--- src/design/losro_pkg.sv ---
// ----------------------------------------------------------------------------
// losro_pkg
// Shared types for the rectangle occlusion line-of-sight block.
// ----------------------------------------------------------------------------
package losro_pkg;

   typedef enum logic [1:0] {
      CMD_CLEAR  = 2'd0,
      CMD_APPEND = 2'd1,
      CMD_QUERY  = 2'd2
   } cmd_type;

   typedef enum logic [1:0] {
      MU_HOLD,
      MU_MUL,
      MU_MOV,
      MU_ADD
   } mu_op_type;

   typedef struct packed {
      logic      en;
      mu_op_type op;
   } mu_ctl_type;

endpackage

--- src/design/losro_mulcmp.sv ---
// ----------------------------------------------------------------------------
// losro_mulcmp
// Shared multiply, accumulate and compare unit: one signed product per cycle
// while enabled, registered, and the sign of accumulator minus product.
// ----------------------------------------------------------------------------
module losro_mulcmp
   import losro_pkg::*;
#(
   parameter int W = 17
) (
   input  logic                clock,
   input  mu_ctl_type          ctl,
   input  logic signed [W-1:0] op_a,
   input  logic signed [W-1:0] op_b,
   output logic                gt
);

   logic signed [2*W-1:0] prod_ff;
   logic signed [2*W:0]   acc_ff;
   logic signed [2*W:0]   prod_ext;
   logic signed [2*W:0]   diff;

   assign prod_ext = {prod_ff[2*W-1], prod_ff};
   assign diff     = acc_ff - prod_ext;
   assign gt       = !diff[2*W] && (diff != '0);

   always_ff @(posedge clock) begin
      if (ctl.en) begin
         case (ctl.op)
            MU_MUL: begin
               prod_ff <= op_a * op_b;
            end
            MU_MOV: begin
               acc_ff  <= prod_ext;
               prod_ff <= op_a * op_b;
            end
            MU_ADD: begin
               acc_ff  <= acc_ff + prod_ext;
               prod_ff <= op_a * op_b;
            end
            default: begin
            end
         endcase
      end
   end

endmodule

--- config.mk ---
export PLATFORM = sky130hd
export DESIGN_NAME = losro_mulcmp
export DESIGN_NICKNAME = d
export VERILOG_FILES = /design/src/design/losro_pkg.sv /design/src/design/losro_mulcmp.sv
export SDC_FILE = /design/constraint.sdc
export NUM_CORES = 1
export LEC_CHECK = 0
export CORE_ASPECT_RATIO = 0.8
export CORE_UTILIZATION = 55
export CTS_BUF_LIST = sky130_fd_sc_hd__clkbuf_8
export CTS_CLUSTER_SIZE = 40
export DETAILED_ROUTE_END_ITERATION = 8
export DONT_BUFFER_PORTS = 1
export GPL_ROUTABILITY_DRIVEN = 0
export GPL_TIMING_DRIVEN = 0
export PLACE_DENSITY = 0.75
export SLEW_MARGIN = 25
export SYNTH_ARGS = -nofsm -noshare
export SYNTH_HDL_FRONTEND = slang
export SYNTH_SLANG_ARGS = --single-unit
--- constraint.sdc ---
create_clock -name clock -period 10.5 [get_ports clock]
set_input_delay 1.05 -clock clock [delete_from_list [all_inputs] [get_ports clock]]
set_output_delay 1.05 -clock clock [all_outputs]
set_load 0.01 [all_outputs]
-- Word-level counts from Yosys, hierarchy flattened
Index checks and enable logic that the tools add are counted.
- flip-flop bits (word level): 69
- input port bits: 38
- output and inout bits: 1
- logic and storage cells: 16
- $add $sub $neg: 2
- multiply operators: 1
- eq/ne operators: 3
- muxes and demuxes: 1
- reductions and logical operators: 7
- operators by type and width (cell ; count):
    $pmux W35 S2 ; 1
    $add A35 B34 Y35 ; 1
    $reduce_bool A35 Y1 ; 1
    $sub A35 B34 Y35 ; 1
    $mul A17 B17 Y34 ; 1
    $eq A2 B2 Y1 const B ; 2
    $reduce_and A2 Y1 ; 2
    $reduce_or A3 Y1 ; 1
    $eq A2 B1 Y1 const B ; 1
    $reduce_bool A2 Y1 ; 1
    $logic_and A1 B1 Y1 ; 1
    $logic_not A1 Y1 ; 1

-- Depth between registers and ports, before layout
- depth after elaboration: 3
- depth in mapped cells: 25
- gate-level depth less buffers: 24

-- Least setup slack after synthesis
Ideal clock, no wire load.
- path type: input to register
- start point: input op_b[9]
- end point: register prod_ff[33] (data pin)
- setup time: 0.259 ns
- arrival time: 6.583 ns
- required time: 10.241 ns
- slack: 3.657 ns
- stages: 25
- buffers on the path: 2
- cells stage by stage: clkbuf_1 -> clkbuf_1 -> nand2_1 -> fa_1 -> inv_1 -> fa_1 -> inv_1 -> fa_1 -> inv_1 -> fa_1 -> fa_1 -> inv_1 -> fa_1 -> inv_1 -> ha_1 -> inv_1 -> nor3_1 -> nand3_1 -> nand4_1 -> a31oi_1 -> o31a_1 -> o21ai_0 -> a31oi_1 -> o21bai_1 -> xnor2_1
- longest elaborated chain between the ends: 1
- ends and longest elaborated chain (what ; RTL line ; RTL):
    start: declaration ; losro_mulcmp.sv:14 ; input logic signed [W-1:0] op_b,
    $mul A17 B17 Y34 ; losro_mulcmp.sv:31, losro_mulcmp.sv:35, losro_mulcmp.sv:39 ;
    end signal: assignment ; losro_mulcmp.sv:31 ; prod_ff <= op_a * op_b;
    end signal: assignment ; losro_mulcmp.sv:35 ; prod_ff <= op_a * op_b;
    end signal: assignment ; losro_mulcmp.sv:39 ; prod_ff <= op_a * op_b;
    end: declaration ; losro_mulcmp.sv:18 ; logic signed [2*W-1:0] prod_ff;
No other way between the ends.
A chain may end at the register's enable or synchronous reset.

-- Final worst setup path
Same ends and word-level chain as after synthesis.

==> insert_results.sql <==
INSERT INTO impl_metrics (metric_group, metric, value, unit) VALUES
('detailed_routing', 'drt_iter0_markers', '1235', ''),
('cts', 'tritoncts.num_buffers', '9', ''),
('synth', 'synthesis.area_per_instance', '8.96', 'um2'),
('die', 'vertical_die_dimension', '160', 'um'),
('die', 'design.die.area', '31800', 'um2'),
('timing', 'max_freq', '136', 'MHz'),
('cts', 'htree_num_levels', '3', ''),
('cts', 'clkLatencyLatePin', '380', 'ps'),
('die', 'floorplan.rows', '57', ''),
('cts', 'post-cts-setup-buffer-count', '0', ''),
('synth', 'async_flop_share', '0', '%'),
('detailed_routing', 'post_route_drc', '0', ''),
('synth', 'syn-cell-area', '17100', 'um2'),
('setup_path', 'cp_num_buf_inv', '8', ''),
('setup_path', 'worst_path_dominant_cell_family', 'adder cells', ''),
('flow_run', 'drv_cap', '0', ''),
('finish', 'final-instance-count-excl-fill', '2339', ''),
('cts', 'cts_repair_resize_count', '0', ''),
('finish', 'utilization', '58.7', '%'),
('timing', 'setup-violations-final', '0', ''),
('synth', 'register_bit_count_reported_by_yosys', '69', ''),
('detailed_routing', 'antenna_viol_nets_final', '0', ''),
('setup_path', 'timing.critical_path.slowest_cell_delay', '520', 'ps'),
('die', 'die_w', '199', 'um'),
('die', 'floorplan.io_pins', '39', ''),
('setup_path', 'worst-endpoint-required', '10610', 'ps'),
('finish', 'final.fill_count', '2636', ''),
('setup_path', 'critical-path-slowest-cell', 'sky130_fd_sc_hd__fa_1', ''),
('die', 'initial_core_util', '56.1', '%'),
('setup_path', 'critPathArrivalTime', '7450', 'ps'),
('setup_path', 'path_class', 'input port to register', ''),
('detailed_routing', 'detail_route.vias_per_cell', '5.63', ''),
('cts', 'total_number_of_clock_tree_sinks', '69', ''),
('timing', 'final_max_slew_viol_count', '0', ''),
('timing', 'finalHoldViolations', '0', ''),
('synth', 'synth_adder_area_share', '46.1', '%'),
('placed_design', 'port_buffers', '0', ''),
('run_status', 'status', 'completed', ''),
('detailed_routing', 'vias', '13200', ''),
('synth', 'yosys.area_share.simple', '15.2', '%'),
('global_route', 'grt_overflow', '0', ''),
('synth', 'ys.flop_type', 'sky130_fd_sc_hd__edfxtp_1', ''),
('global_route', 'grt_start_max_net_pins', '35', ''),
('cts', 'cts_tree', 'yes', ''),
('finish', 'share_of_final_layout_standard_cells_stronger_than_drive_strength_1', '2.08', '%'),
('finish', 'num_antenna_cells', '0', ''),
('placed_design', 'placedCellCount', '2323', ''),
('cts', 'clk_pin_slew_worst_paths', '80', 'ps'),
('global_route', 'first_pass_grt_wire_length', '70.3', 'mm'),
('synth', 'synthCells', '1909', ''),
('global_route', 'track_usage', '28.3', '%'),
('detailed_routing', 'finalWirelength', '42.2', 'mm'),
('timing', 'grt_setup_unrepaired', 'no', ''),
('timing', 'clock_skew', '10.4', 'ps'),
('setup_path', 'crit_path_launch_type', 'input port', ''),
('timing', 'max_slew_margin', '44.8', '%'),
('synth', 'number_of_enable_type_register_cells_in_the_synthesized_netlist', '69', ''),
('global_route', 'grt_antenna_before_repair', '1', ''),
('finish', 'layout_commonest_cell', 'sky130_fd_sc_hd__inv_1', ''),
('timing', 'fin_crit', '7340', 'ps'),
('die', 'design.core.area', '30500', 'um2'),
('synth', 'synth-seq-area-share', '12.1', '%'),
('synth', 'yosys.area_share.xor_xnor', '4.41', '%'),
('timing', 'setup-tns-final', '0', 'ps'),
('detailed_routing', 'drt_first_pass_iters', '6', ''),
('setup_path', 'crit_path_max_fanout', '10', ''),
('finish', 'flow.area_growth_from_synthesis', '4.63', '%'),
('cts', 'holdBufCountCts', '0', ''),
('detailed_routing', 'post_drt_wl_per_cell', '18.0', 'um'),
('finish', 'final_net_count', '2410', ''),
('finish', 'layout_common_cells', 'sky130_fd_sc_hd__inv_1, sky130_fd_sc_hd__fa_1, sky130_fd_sc_hd__nand2_1', '');
sequential cells by signal, summed over array words and instances, names as in the netlist:
register and count:
acc_ff 35, prod_ff 34
tightest hold or removal path, delay by kind of cell (launching register included):
kind / cells / cell delay (ps)
simple gates: 1 / 60
flops: 1 / 370
compound gates: 1 / 60
path summary, 6_finish.rpt:
| kind | startpoint | to | slack [ps] | cells after the start |
|---|---|---|---|---|
| worst min-delay path | prod_ff[6] | acc_ff[6] | 600 | 2 |
| worst max-delay path | op_b[9] | prod_ff[33] | 3160 | 25 |
| worst max register to register | prod_ff[0] | acc_ff[34] | 6470 | 13 |
| worst min register to register | prod_ff[6] | acc_ff[6] | 600 | 2 |
routing by layer:
| layer | part of all wire, % | GRT usage, % | wire length [um] |
|---|---|---|---|
| met1 | 43 | 38.8 | 18200 |
| met2 | 45 | 44.4 | 19100 |
| met3 | 7.9 | 5.72 | 3330 |
| met4 | 3.6 | 10.6 | 1530 |
| met5 | 0 | 0 | 0 |
logic make-up (layout without fill, tap and decap cells):
group                    Yosys count  in the layout
AND/OR/NAND/NOR                  526            526
buffers and inverters            470            487
adder cells (fa/ha/maj)          451            451
AO/OA/AOI/OAI                    301            301
XOR/XNOR                          86             86
flip-flops                        69             69
multiplexers                       6              6
Yosys cell counts (10+ instances only):
cell / n / area [um2]
sky130_fd_sc_hd__inv_1: 398 / 1490
sky130_fd_sc_hd__o21ai_0: 76 / 380
sky130_fd_sc_hd__o21bai_1: 16 / 120
sky130_fd_sc_hd__xnor2_1: 67 / 587
sky130_fd_sc_hd__a21o_1: 20 / 150
sky130_fd_sc_hd__nand2_1: 207 / 777
sky130_fd_sc_hd__a21oi_1: 87 / 435
sky130_fd_sc_hd__fa_1: 298 / 5970
sky130_fd_sc_hd__and2_1: 151 / 945
sky130_fd_sc_hd__nand2b_1: 13 / 81.3
sky130_fd_sc_hd__xor2_1: 19 / 166
sky130_fd_sc_hd__nor3_1: 17 / 85.1
sky130_fd_sc_hd__o31ai_1: 10 / 75.1
sky130_fd_sc_hd__nor2b_1: 11 / 68.8
sky130_fd_sc_hd__nand3_1: 15 / 75.1
sky130_fd_sc_hd__and3_1: 10 / 62.6
sky130_fd_sc_hd__nor2_1: 66 / 248
sky130_fd_sc_hd__edfxtp_1: 69 / 2070
sky130_fd_sc_hd__ha_1: 153 / 1910
sky130_fd_sc_hd__clkbuf_1: 59 / 221
sky130_fd_sc_hd__a31oi_1: 10 / 62.6
sky130_fd_sc_hd__o21a_1: 13 / 97.6
layout make-up:
class	instances	area [um2]	share of cell area, %
clock inverter	7	121	0.678
sequential	69	2070	11.6
buffer	71	290	1.62
timing repair buffer	1	27.5	0.154
multi-input combinational	1370	13200	74.0
tap	413	517	2.89
clock buffer	9	124	0.692
inverter	399	1500	8.37
through the flow:
step                instance area, um2  setup slack (ps)
global placement                 17600              2900
detailed placement               17600              2780
CTS                              17900              3170
finish                           17900              3160
global route                     17900              2620
floorplan                        17100              3660
Power is left out: the tool's default activity adds up to more than one toggle a clock period on the data nets, which glitch-free logic cannot reach.
